==> src/hdl/rtsd_pkg.sv <==
package rtsd_pkg;

  localparam int OPERAND_WIDTH = 16;
  localparam int OPCODE_WIDTH  = 2;

  localparam logic [OPCODE_WIDTH-1:0] OP_HYPOTENUSE = 2'd0;
  localparam logic [OPCODE_WIDTH-1:0] OP_LEG_B      = 2'd1;
  localparam logic [OPCODE_WIDTH-1:0] OP_LEG_A      = 2'd2;
  localparam logic [OPCODE_WIDTH-1:0] OP_DISTANCE   = 2'd3;

endpackage

==> src/hdl/rtsd_req_if.sv <==
interface rtsd_req_if #(
  parameter int W = rtsd_pkg::OPERAND_WIDTH
);
  logic                              valid;
  logic                              ready;
  logic [rtsd_pkg::OPCODE_WIDTH-1:0] opcode;
  logic signed [W-1:0]               leg_a;
  logic signed [W-1:0]               leg_b;
  logic signed [W-1:0]               hyp_c;
  logic signed [W-1:0]               first_x;
  logic signed [W-1:0]               first_y;
  logic signed [W-1:0]               second_x;
  logic signed [W-1:0]               second_y;

  modport source (
    output valid, opcode, leg_a, leg_b, hyp_c, first_x, first_y, second_x, second_y,
    input  ready
  );
  modport sink (
    input  valid, opcode, leg_a, leg_b, hyp_c, first_x, first_y, second_x, second_y,
    output ready
  );
endinterface

==> src/hdl/rtsd_res_if.sv <==
interface rtsd_res_if #(
  parameter int W = rtsd_pkg::OPERAND_WIDTH
);
  logic                  valid;
  logic                  ready;
  logic signed [2*W+1:0] radicand;
  logic [W:0]            root;
  logic                  invalid;

  modport source (
    output valid, radicand, root, invalid,
    input  ready
  );
  modport sink (
    input  valid, radicand, root, invalid,
    output ready
  );
endinterface

==> src/hdl/right_triangle_side_and_distance_top.sv <==
// Hypotenuse, missing leg and point distance on signed fixed-point operands.
// Each request gives one result: the radicand (sum or difference of squares,
// twice the operand fraction bits), its floored square root (operand fraction
// bits), and an invalid flag when the radicand is negative, with the root then
// zero. One request is accepted every cycle while the output is not stalled.
// There are register stages for operand select, squaring and combine, then a
// row of OPERAND_WIDTH + 1 square-root cells, each giving one root bit, the
// last of which is the output register. Each stage holds its item only while
// the stage after it is full and stalled.
module right_triangle_side_and_distance_top #(
  parameter int OPERAND_WIDTH = rtsd_pkg::OPERAND_WIDTH
) (
  input logic        clk,
  input logic        rst,
  rtsd_req_if.sink   req,
  rtsd_res_if.source res
);

  localparam int R = OPERAND_WIDTH + 1;

  logic                  valid [0:R];
  logic                  ready [0:R];
  logic signed [2*R-1:0] rad   [0:R];
  logic [2*R-1:0]        bits  [0:R];
  logic [R+1:0]          rem   [0:R];
  logic [R-1:0]          root  [0:R];
  logic                  inv   [0:R];

  rtsd_front #(.W(OPERAND_WIDTH)) u_front (
    .clk         (clk),
    .rst         (rst),
    .in_valid    (req.valid),
    .in_ready    (req.ready),
    .opcode      (req.opcode),
    .leg_a       (req.leg_a),
    .leg_b       (req.leg_b),
    .hyp_c       (req.hyp_c),
    .first_x     (req.first_x),
    .first_y     (req.first_y),
    .second_x    (req.second_x),
    .second_y    (req.second_y),
    .out_valid   (valid[0]),
    .out_ready   (ready[0]),
    .out_rad     (rad[0]),
    .out_invalid (inv[0])
  );

  // a negative radicand runs through the root cells as zero
  assign bits[0] = inv[0] ? '0 : rad[0];
  assign rem[0]  = '0;
  assign root[0] = '0;

  for (genvar i = 0; i < R; i++) begin : g_cell
    rtsd_cell #(.R(R)) u_cell (
      .clk         (clk),
      .rst         (rst),
      .in_valid    (valid[i]),
      .in_ready    (ready[i]),
      .in_rad      (rad[i]),
      .in_bits     (bits[i]),
      .in_rem      (rem[i]),
      .in_root     (root[i]),
      .in_invalid  (inv[i]),
      .out_valid   (valid[i+1]),
      .out_ready   (ready[i+1]),
      .out_rad     (rad[i+1]),
      .out_bits    (bits[i+1]),
      .out_rem     (rem[i+1]),
      .out_root    (root[i+1]),
      .out_invalid (inv[i+1])
    );
  end

  assign res.valid    = valid[R];
  assign ready[R]     = res.ready;
  assign res.radicand = rad[R];
  assign res.root     = root[R];
  assign res.invalid  = inv[R];

  a_invalid_zero_root: assert property (@(posedge clk) disable iff (rst)
    res.valid && res.invalid |-> res.root == '0)
    else $error("invalid result with nonzero root");

  a_invalid_sign: assert property (@(posedge clk) disable iff (rst)
    res.valid |-> res.invalid == res.radicand[2*R-1])
    else $error("invalid flag does not match radicand sign");

  a_no_stall_when_drained: assert property (@(posedge clk) disable iff (rst)
    (!res.valid || res.ready) |-> req.ready)
    else $error("input stalled while output side can move");

endmodule

==> src/hdl/rtsd_front.sv <==
module rtsd_front #(
  parameter int W = rtsd_pkg::OPERAND_WIDTH
) (
  input  logic                              clk,
  input  logic                              rst,
  input  logic                              in_valid,
  output logic                              in_ready,
  input  logic [rtsd_pkg::OPCODE_WIDTH-1:0] opcode,
  input  logic signed [W-1:0]               leg_a,
  input  logic signed [W-1:0]               leg_b,
  input  logic signed [W-1:0]               hyp_c,
  input  logic signed [W-1:0]               first_x,
  input  logic signed [W-1:0]               first_y,
  input  logic signed [W-1:0]               second_x,
  input  logic signed [W-1:0]               second_y,
  output logic                              out_valid,
  input  logic                              out_ready,
  output logic signed [2*W+1:0]             out_rad,
  output logic                              out_invalid
);

  // operand select
  logic            a_valid;
  logic signed [W:0] a_p, a_q;
  logic            a_sub;
  logic signed [W:0] p_next, q_next;
  logic            sub_next;
  logic signed [W:0] dx, dy;

  // squares
  logic            b_valid;
  logic [2*W:0]    b_sq_p, b_sq_q;
  logic            b_sub;
  logic signed [2*W+1:0] prod_p, prod_q;

  // combine
  logic            c_valid;
  logic signed [2*W+1:0] c_rad;
  logic            c_invalid;
  logic signed [2*W+1:0] rad_next;

  logic a_ready, b_ready, c_ready;

  assign c_ready  = !c_valid || out_ready;
  assign b_ready  = !b_valid || c_ready;
  assign a_ready  = !a_valid || b_ready;
  assign in_ready = a_ready;

  assign dx = $signed({second_x[W-1], second_x}) - $signed({first_x[W-1], first_x});
  assign dy = $signed({second_y[W-1], second_y}) - $signed({first_y[W-1], first_y});

  always_comb begin
    unique case (opcode)
      rtsd_pkg::OP_HYPOTENUSE: begin
        p_next   = {leg_a[W-1], leg_a};
        q_next   = {leg_b[W-1], leg_b};
        sub_next = 1'b0;
      end
      rtsd_pkg::OP_LEG_B: begin
        p_next   = {hyp_c[W-1], hyp_c};
        q_next   = {leg_a[W-1], leg_a};
        sub_next = 1'b1;
      end
      rtsd_pkg::OP_LEG_A: begin
        p_next   = {hyp_c[W-1], hyp_c};
        q_next   = {leg_b[W-1], leg_b};
        sub_next = 1'b1;
      end
      default: begin
        p_next   = dx;
        q_next   = dy;
        sub_next = 1'b0;
      end
    endcase
  end

  assign prod_p = (2*W+2)'(a_p) * (2*W+2)'(a_p);
  assign prod_q = (2*W+2)'(a_q) * (2*W+2)'(a_q);

  // a sum of two squares never sets the sign bit, so only a difference can go negative
  assign rad_next = b_sub ? ($signed({1'b0, b_sq_p}) - $signed({1'b0, b_sq_q}))
                          : ($signed({1'b0, b_sq_p}) + $signed({1'b0, b_sq_q}));

  always_ff @(posedge clk) begin
    if (rst) begin
      a_valid <= 1'b0;
      b_valid <= 1'b0;
      c_valid <= 1'b0;
    end else begin
      if (a_ready) a_valid <= in_valid;
      if (b_ready) b_valid <= a_valid;
      if (c_ready) c_valid <= b_valid;
    end
  end

  always_ff @(posedge clk) begin
    if (a_ready && in_valid) begin
      a_p   <= p_next;
      a_q   <= q_next;
      a_sub <= sub_next;
    end
    if (b_ready && a_valid) begin
      b_sq_p <= prod_p[2*W:0];
      b_sq_q <= prod_q[2*W:0];
      b_sub  <= a_sub;
    end
    if (c_ready && b_valid) begin
      c_rad     <= rad_next;
      c_invalid <= rad_next[2*W+1];
    end
  end

  assign out_valid   = c_valid;
  assign out_rad     = c_rad;
  assign out_invalid = c_invalid;

endmodule

==> src/hdl/rtsd_cell.sv <==
module rtsd_cell #(
  parameter int R = rtsd_pkg::OPERAND_WIDTH + 1
) (
  input  logic                clk,
  input  logic                rst,
  input  logic                in_valid,
  output logic                in_ready,
  input  logic signed [2*R-1:0] in_rad,
  input  logic [2*R-1:0]      in_bits,
  input  logic [R+1:0]        in_rem,
  input  logic [R-1:0]        in_root,
  input  logic                in_invalid,
  output logic                out_valid,
  input  logic                out_ready,
  output logic signed [2*R-1:0] out_rad,
  output logic [2*R-1:0]      out_bits,
  output logic [R+1:0]        out_rem,
  output logic [R-1:0]        out_root,
  output logic                out_invalid
);

  logic       valid;
  logic [R+1:0] rem_sh, trial;
  logic       take;

  // bring down the next two radicand bits and try root*4+1
  assign rem_sh = {in_rem[R-1:0], in_bits[2*R-1:2*R-2]};
  assign trial  = {in_root, 2'b01};
  assign take   = rem_sh >= trial;

  assign in_ready = !valid || out_ready;

  always_ff @(posedge clk) begin
    if (rst) begin
      valid <= 1'b0;
    end else if (in_ready) begin
      valid <= in_valid;
    end
  end

  always_ff @(posedge clk) begin
    if (in_ready && in_valid) begin
      out_rad     <= in_rad;
      out_bits    <= {in_bits[2*R-3:0], 2'b00};
      out_rem     <= take ? (rem_sh - trial) : rem_sh;
      out_root    <= {in_root[R-2:0], take};
      out_invalid <= in_invalid;
    end
  end

  assign out_valid = valid;

endmodule
==> src/flat_wrapper.sv <==
// flat-port wrapper written by rule: the top's interface ports become plain ports
module right_triangle_side_and_distance_top_flat 
#(
  parameter int OPERAND_WIDTH = rtsd_pkg::OPERAND_WIDTH
)
  (clk, rst, req_valid, req_opcode, req_leg_a, req_leg_b, req_hyp_c, req_first_x, req_first_y, req_second_x, req_second_y, req_ready, res_valid, res_radicand, res_root, res_invalid, res_ready);
  rtsd_req_if req_i ();
  rtsd_res_if res_i ();
  input logic clk;
  input logic rst;
  input wire logic [$bits(req_i.valid)-1:0] req_valid;
  input wire logic [$bits(req_i.opcode)-1:0] req_opcode;
  input wire logic [$bits(req_i.leg_a)-1:0] req_leg_a;
  input wire logic [$bits(req_i.leg_b)-1:0] req_leg_b;
  input wire logic [$bits(req_i.hyp_c)-1:0] req_hyp_c;
  input wire logic [$bits(req_i.first_x)-1:0] req_first_x;
  input wire logic [$bits(req_i.first_y)-1:0] req_first_y;
  input wire logic [$bits(req_i.second_x)-1:0] req_second_x;
  input wire logic [$bits(req_i.second_y)-1:0] req_second_y;
  output wire logic [$bits(req_i.ready)-1:0] req_ready;
  output wire logic [$bits(res_i.valid)-1:0] res_valid;
  output wire logic [$bits(res_i.radicand)-1:0] res_radicand;
  output wire logic [$bits(res_i.root)-1:0] res_root;
  output wire logic [$bits(res_i.invalid)-1:0] res_invalid;
  input wire logic [$bits(res_i.ready)-1:0] res_ready;
  assign req_i.valid = req_valid;
  assign req_i.opcode = req_opcode;
  assign req_i.leg_a = req_leg_a;
  assign req_i.leg_b = req_leg_b;
  assign req_i.hyp_c = req_hyp_c;
  assign req_i.first_x = req_first_x;
  assign req_i.first_y = req_first_y;
  assign req_i.second_x = req_second_x;
  assign req_i.second_y = req_second_y;
  assign req_ready = req_i.ready;
  assign res_valid = res_i.valid;
  assign res_radicand = res_i.radicand;
  assign res_root = res_i.root;
  assign res_invalid = res_i.invalid;
  assign res_i.ready = res_ready;
  right_triangle_side_and_distance_top #(.OPERAND_WIDTH(OPERAND_WIDTH)) u_core (.clk(clk), .rst(rst), .req(req_i), .res(res_i));
endmodule
==> config.mk <==
export PLATFORM = sky130hd
export DESIGN_NAME = right_triangle_side_and_distance_top_flat
export DESIGN_NICKNAME = d
export VERILOG_FILES = /design/src/hdl/rtsd_pkg.sv /design/src/hdl/rtsd_req_if.sv /design/src/hdl/rtsd_res_if.sv /design/src/hdl/right_triangle_side_and_distance_top.sv /design/src/hdl/rtsd_front.sv /design/src/hdl/rtsd_cell.sv /design/src/flat_wrapper.sv
export SDC_FILE = /design/constraint.sdc
export NUM_CORES = 2
export LEC_CHECK = 0
export ABC_AREA = 1
export BUFFER_PORTS_ARGS = -buffer_cell sky130_fd_sc_hd__buf_4
export CAP_MARGIN = 0
export CORE_MARGIN = 4
export CORE_UTILIZATION = 40
export DETAILED_ROUTE_END_ITERATION = 10
export HOLD_SLACK_MARGIN = 0.05
export PLACE_DENSITY_LB_ADDON = 0.3
export SYNTH_ARGS = -nofsm -noshare
export SYNTH_HDL_FRONTEND = slang
export SYNTH_SLANG_ARGS = --single-unit
==> constraint.sdc <==
create_clock -name clk -period 5.8 [get_ports clk]
set_input_delay 0.58 -clock clk [delete_from_list [all_inputs] [get_ports clk]]
set_output_delay 0.58 -clock clk [all_outputs]
set_load 0.02 [all_outputs]
==> impl_metrics.env <==
export IMPL_status="finished clean"
export IMPL_std_cell_rows=161
export IMPL_crit_arrival_ns=6.28
export IMPL_worst_r2r_path_depth=24
export IMPL_synth_top_cells_by_count="edfxtp_1 (1389), inv_1 (1354), nand2_1 (847)"
export IMPL_clock_skew_final_ns=0.0517
export IMPL_synth_area_leader_cell="edfxtp_1"
export IMPL_setup_tns_ns=0
export IMPL_regToRegStartpoint="u_core.u_front.a_q[16]"
export IMPL_async_reset_ff_share_pct=0
export IMPL_clock_sinks=1409
export IMPL_syn_area_per_cell_um2=11.9
export IMPL_min_path_type="input port to flop"
export IMPL_viasPerCell=4.72
export IMPL_cts_tree="done"
export IMPL_design_die_area_um2=200000
export IMPL_coreArea_um2=192000
export IMPL_synth_ff_type="edfxtp_1"
export IMPL_startpoint_type="flop"
export IMPL_critPathCaptureType="flop"
export IMPL_cpPeakStageDelay_ns=0.60
export IMPL_drt_iter0_markers=2242
export IMPL_hold_path_endpoint="u_core.g_cell[16].u_cell.out_valid"
export IMPL_fillers=16949
export IMPL_drtPass1Iterations=6
export IMPL_worst_pin_slew_ns=1.13
export IMPL_postSynthCellCount=6500
export IMPL_synth_edf_count=1389
export IMPL_grt_antenna_before_repair=3
export IMPL_grt_use_total_pct=15.3
export IMPL_gp_congestion=0.915
export IMPL_synth_nets=7555
export IMPL_grt_ovfl_total=0
export IMPL_regArea_um2=42100
export IMPL_hold_viol=0
export IMPL_yosys_warnings=0
export IMPL_synthMostInstantiatedCell="edfxtp_1"
export IMPL_numPortBuffers=171
export IMPL_rsz0062_at_grt="true"
export IMPL_setup_violations=0
export IMPL_crit_family="adder cells"
export IMPL_cts_root_buf="clkbuf_16"
export IMPL_drv_slew=0
export IMPL_min_path_cells=4
export IMPL_path_class="flop to flop"
export IMPL_drcViolationCount=0
export IMPL_dieHeight_um=448
export IMPL_cts_inserted_buffers=149
export IMPL_relSlewSlack_pct=24.3
export IMPL_synth_seq_cells=1409
export IMPL_yosysTopAreaCellShare_pct=54.0
export IMPL_multi_input_area_um2=31000
export IMPL_cts_clk_slew_worst_paths_ns=0.07
export IMPL_start_util_pct=40.2
export IMPL_cp_common_cell="inv_2"
export IMPL_fmax_mhz=173
export IMPL_r2r_setup_slack_ns=0.02
export IMPL_yosys_top_cells_area="edfxtp_1 (54%), fa_1 (14%), ha_1 (6.7%)"
export IMPL_synth_cell_type_count=68
export IMPL_drive_above_1_share_pct=15.3
export IMPL_clk_latency_ns=0.77
export IMPL_die_x_um=448
export IMPL_grt_pass1_vias=47821
export IMPL_fin_crit_ns=5.78
export IMPL_clockBufferDepth=3
export IMPL_vias=45639
export IMPL_ant_nets=0
export IMPL_utilization_pct=47.1
export IMPL_wire_per_inst_um=15.8
export IMPL_wl_um=153000
export IMPL_crit_path_cell_trace="buf_12, nand2_2, inv_2, fa_2, inv_2, fa_2, inv_2, fa_1, fa_1, fa_1, inv_2, fa_1, inv_2, ha_4, nand2_8, nor4_4, nand2_1, o211ai_1, buf_4, nand3_2, nand2_2, nand2_1, nand2_1, xor2_1"
export IMPL_crit_required_ns=6.30
export IMPL_netlist_area_um2=77300
export IMPL_crit_reg2reg_capture="u_core.u_front.b_sq_q[30]"
export IMPL_finalCritPeriodShare_pct=99.6
export IMPL_h_tree_depth=4
export IMPL_yosysSeqAreaShare_pct=54.5
export IMPL_layout_nets=8082
export IMPL_hp_start="res_ready"
export IMPL_drv_cap=0
export IMPL_io_pins=172
export IMPL_cp_depth=24
export IMPL_grt_start_max_net_pins=76
export IMPL_dpl_hpwl_um=118000
export IMPL_areaGrowthSynthToFinish_pct=17.2
export IMPL_critPathBufInv=7
export IMPL_critPathMaxFanout=5
export IMPL_slowest_stage="fa_2"
export IMPL_grt_pass1_wl_um=247000
==> layer usage <==
metal / wire length [µm] / share of wire [%] / global-route usage [%] / vias to the layer above
met5: 13 / 0.0085 / 0 / -
met4: 4760 / 3.1 / 4.72 / 2
met3: 5500 / 3.6 / 2.40 / 267
met2: 78900 / 52 / 28.0 / 830
met1: 63400 / 42 / 18.6 / 22145
li1: - / - / - / 22395
==> worst reg2reg max path: stages (launching register included) <==
cell,delay [ns]
edfxtp_1,0.47
buf_12,0.18
nand2_2,0.07
inv_2,0.06
fa_2,0.61
inv_2,0.06
fa_2,0.57
inv_2,0.06
fa_1,0.50
fa_1,0.44
fa_1,0.53
inv_2,0.04
fa_1,0.51
inv_2,0.05
ha_4,0.29
nand2_8,0.07
nor4_4,0.28
nand2_1,0.08
o211ai_1,0.15
buf_4,0.17
nand3_2,0.06
nand2_2,0.08
nand2_1,0.05
nand2_1,0.06
xor2_1,0.07
==> how the worst max path moves through the flow <==
stage / start / end / slack (ns)
after floorplan: u_core.u_front.a_q[8] / u_core.u_front.b_sq_q[30] / -0.005
after global placement: u_core.u_front.a_q[15] / u_core.u_front.b_sq_q[30] / -0.09
after detailed placement: u_core.u_front.a_q[15] / u_core.u_front.b_sq_q[30] / -0.15
after CTS: u_core.u_front.a_q[16] / u_core.u_front.b_sq_q[31] / -0.02
after global routing: u_core.u_front.a_q[16] / u_core.u_front.b_sq_q[30] / -0.25
final: u_core.u_front.a_q[16] / u_core.u_front.b_sq_q[30] / 0.02
==> through the flow <==
step	setup WS (ns)	hold slack (ns)	std cells	area, µm²
floorplan	-0.00481	0.400	6500	77300
global placement	-0.0905	0.401	9324	83400
detailed placement	-0.154	0.405	9324	83400
CTS	-0.0170	0.0507	9616	88800
global route	-0.245	0.0902	9676	90600
finish	0.0205	0.134	9677	90600
==> kinds of logic after synthesis <==
family / count (synthesis) / share of synthesized area [%]
other: 1 / 0.00485
flip-flops: 1409 / 54.5
adder cells (fa/ha/maj): 937 / 20.3
XOR/XNOR: 352 / 3.99
buffers and inverters: 1491 / 7.27
AO/OA/AOI/OAI: 823 / 5.91
AND/OR/NAND/NOR: 1487 / 8.06
==> area by class of cell <==
type / instances / share of cell area [%]
inverters: 1371 / 5.69
flip-flops and latches: 1409 / 46.5
clock inverters: 103 / 1.40
multi-input cells: 3600 / 34.2
repair buffers: 496 / 4.49
well taps: 2526 / 3.49
diodes: 1 / 0.00276
clock buffers: 171 / 4.23
==> flip-flops by register name, summed over array words and instances (netlist names) <==
name                            count
u_core.g_cell.u_cell.out_root     153
u_core.g_cell.u_cell.out_rad      578
u_core.u_front.a_q                 17
u_core.u_front.b_sub                1
u_core.u_front.a_sub                1
u_core.u_front.out_valid            1
u_core.g_cell.u_cell.out_bits     272
u_core.u_front.out_rad             34
u_core.u_front.a_valid              1
u_core.u_front.b_sq_p              32
u_core.u_front.a_p                 17
u_core.u_front.b_sq_q              32
u_core.u_front.b_valid              1
u_core.g_cell.u_cell.out_valid     17
u_core.g_cell.u_cell.out_rem      252
==> cells in the final DEF, fill, tap and decap left out, types with 17 or more instances in the layout <==
| master | synthesis | final |
|---|---|---|
| nand2_4 | 0 | 20 |
| clkinv_1 | 6 | 33 |
| a22oi_1 | 19 | 19 |
| fa_2 | 0 | 30 |
| a21oi_2 | 3 | 35 |
| nor3_1 | 47 | 45 |
| inv_2 | 11 | 67 |
| a21o_1 | 17 | 17 |
| nand2_1 | 847 | 785 |
| nand2_2 | 2 | 43 |
| nor2_1 | 360 | 326 |
| nor2_4 | 5 | 22 |
| nor4_1 | 23 | 17 |
| clkbuf_1 | 94 | 21 |
| fa_1 | 526 | 496 |
| ha_1 | 411 | 366 |
| edfxtp_1 | 1389 | 1389 |
| o21ai_1 | 107 | 108 |
| or2_2 | 25 | 23 |
| a21oi_1 | 374 | 334 |
| nand4_1 | 36 | 36 |
| o21ai_0 | 178 | 165 |
| xnor2_1 | 130 | 130 |
| dfxtp_1 | 20 | 20 |
| buf_4 | 2 | 447 |
| nand3_1 | 105 | 102 |
| inv_1 | 1354 | 1297 |
| clkbuf_16 | 0 | 153 |
| clkinv_2 | 0 | 27 |
| ha_4 | 0 | 40 |
| bufinv_16 | 0 | 18 |
| xor2_1 | 222 | 221 |
| buf_6 | 0 | 30 |
| nor2_2 | 3 | 20 |
==> what timing repair did <==
item,4_1_cts,5_1_grt
cloned,0,4
pin swaps,14,160
hold buffers,0,0
gates resized for setup,37,336
buffers inserted,18,56
endpoints found under the setup margin,25,33
Power is not shown: default switching activity piles up to over one toggle a cycle in this logic, so the estimate is an artifact.
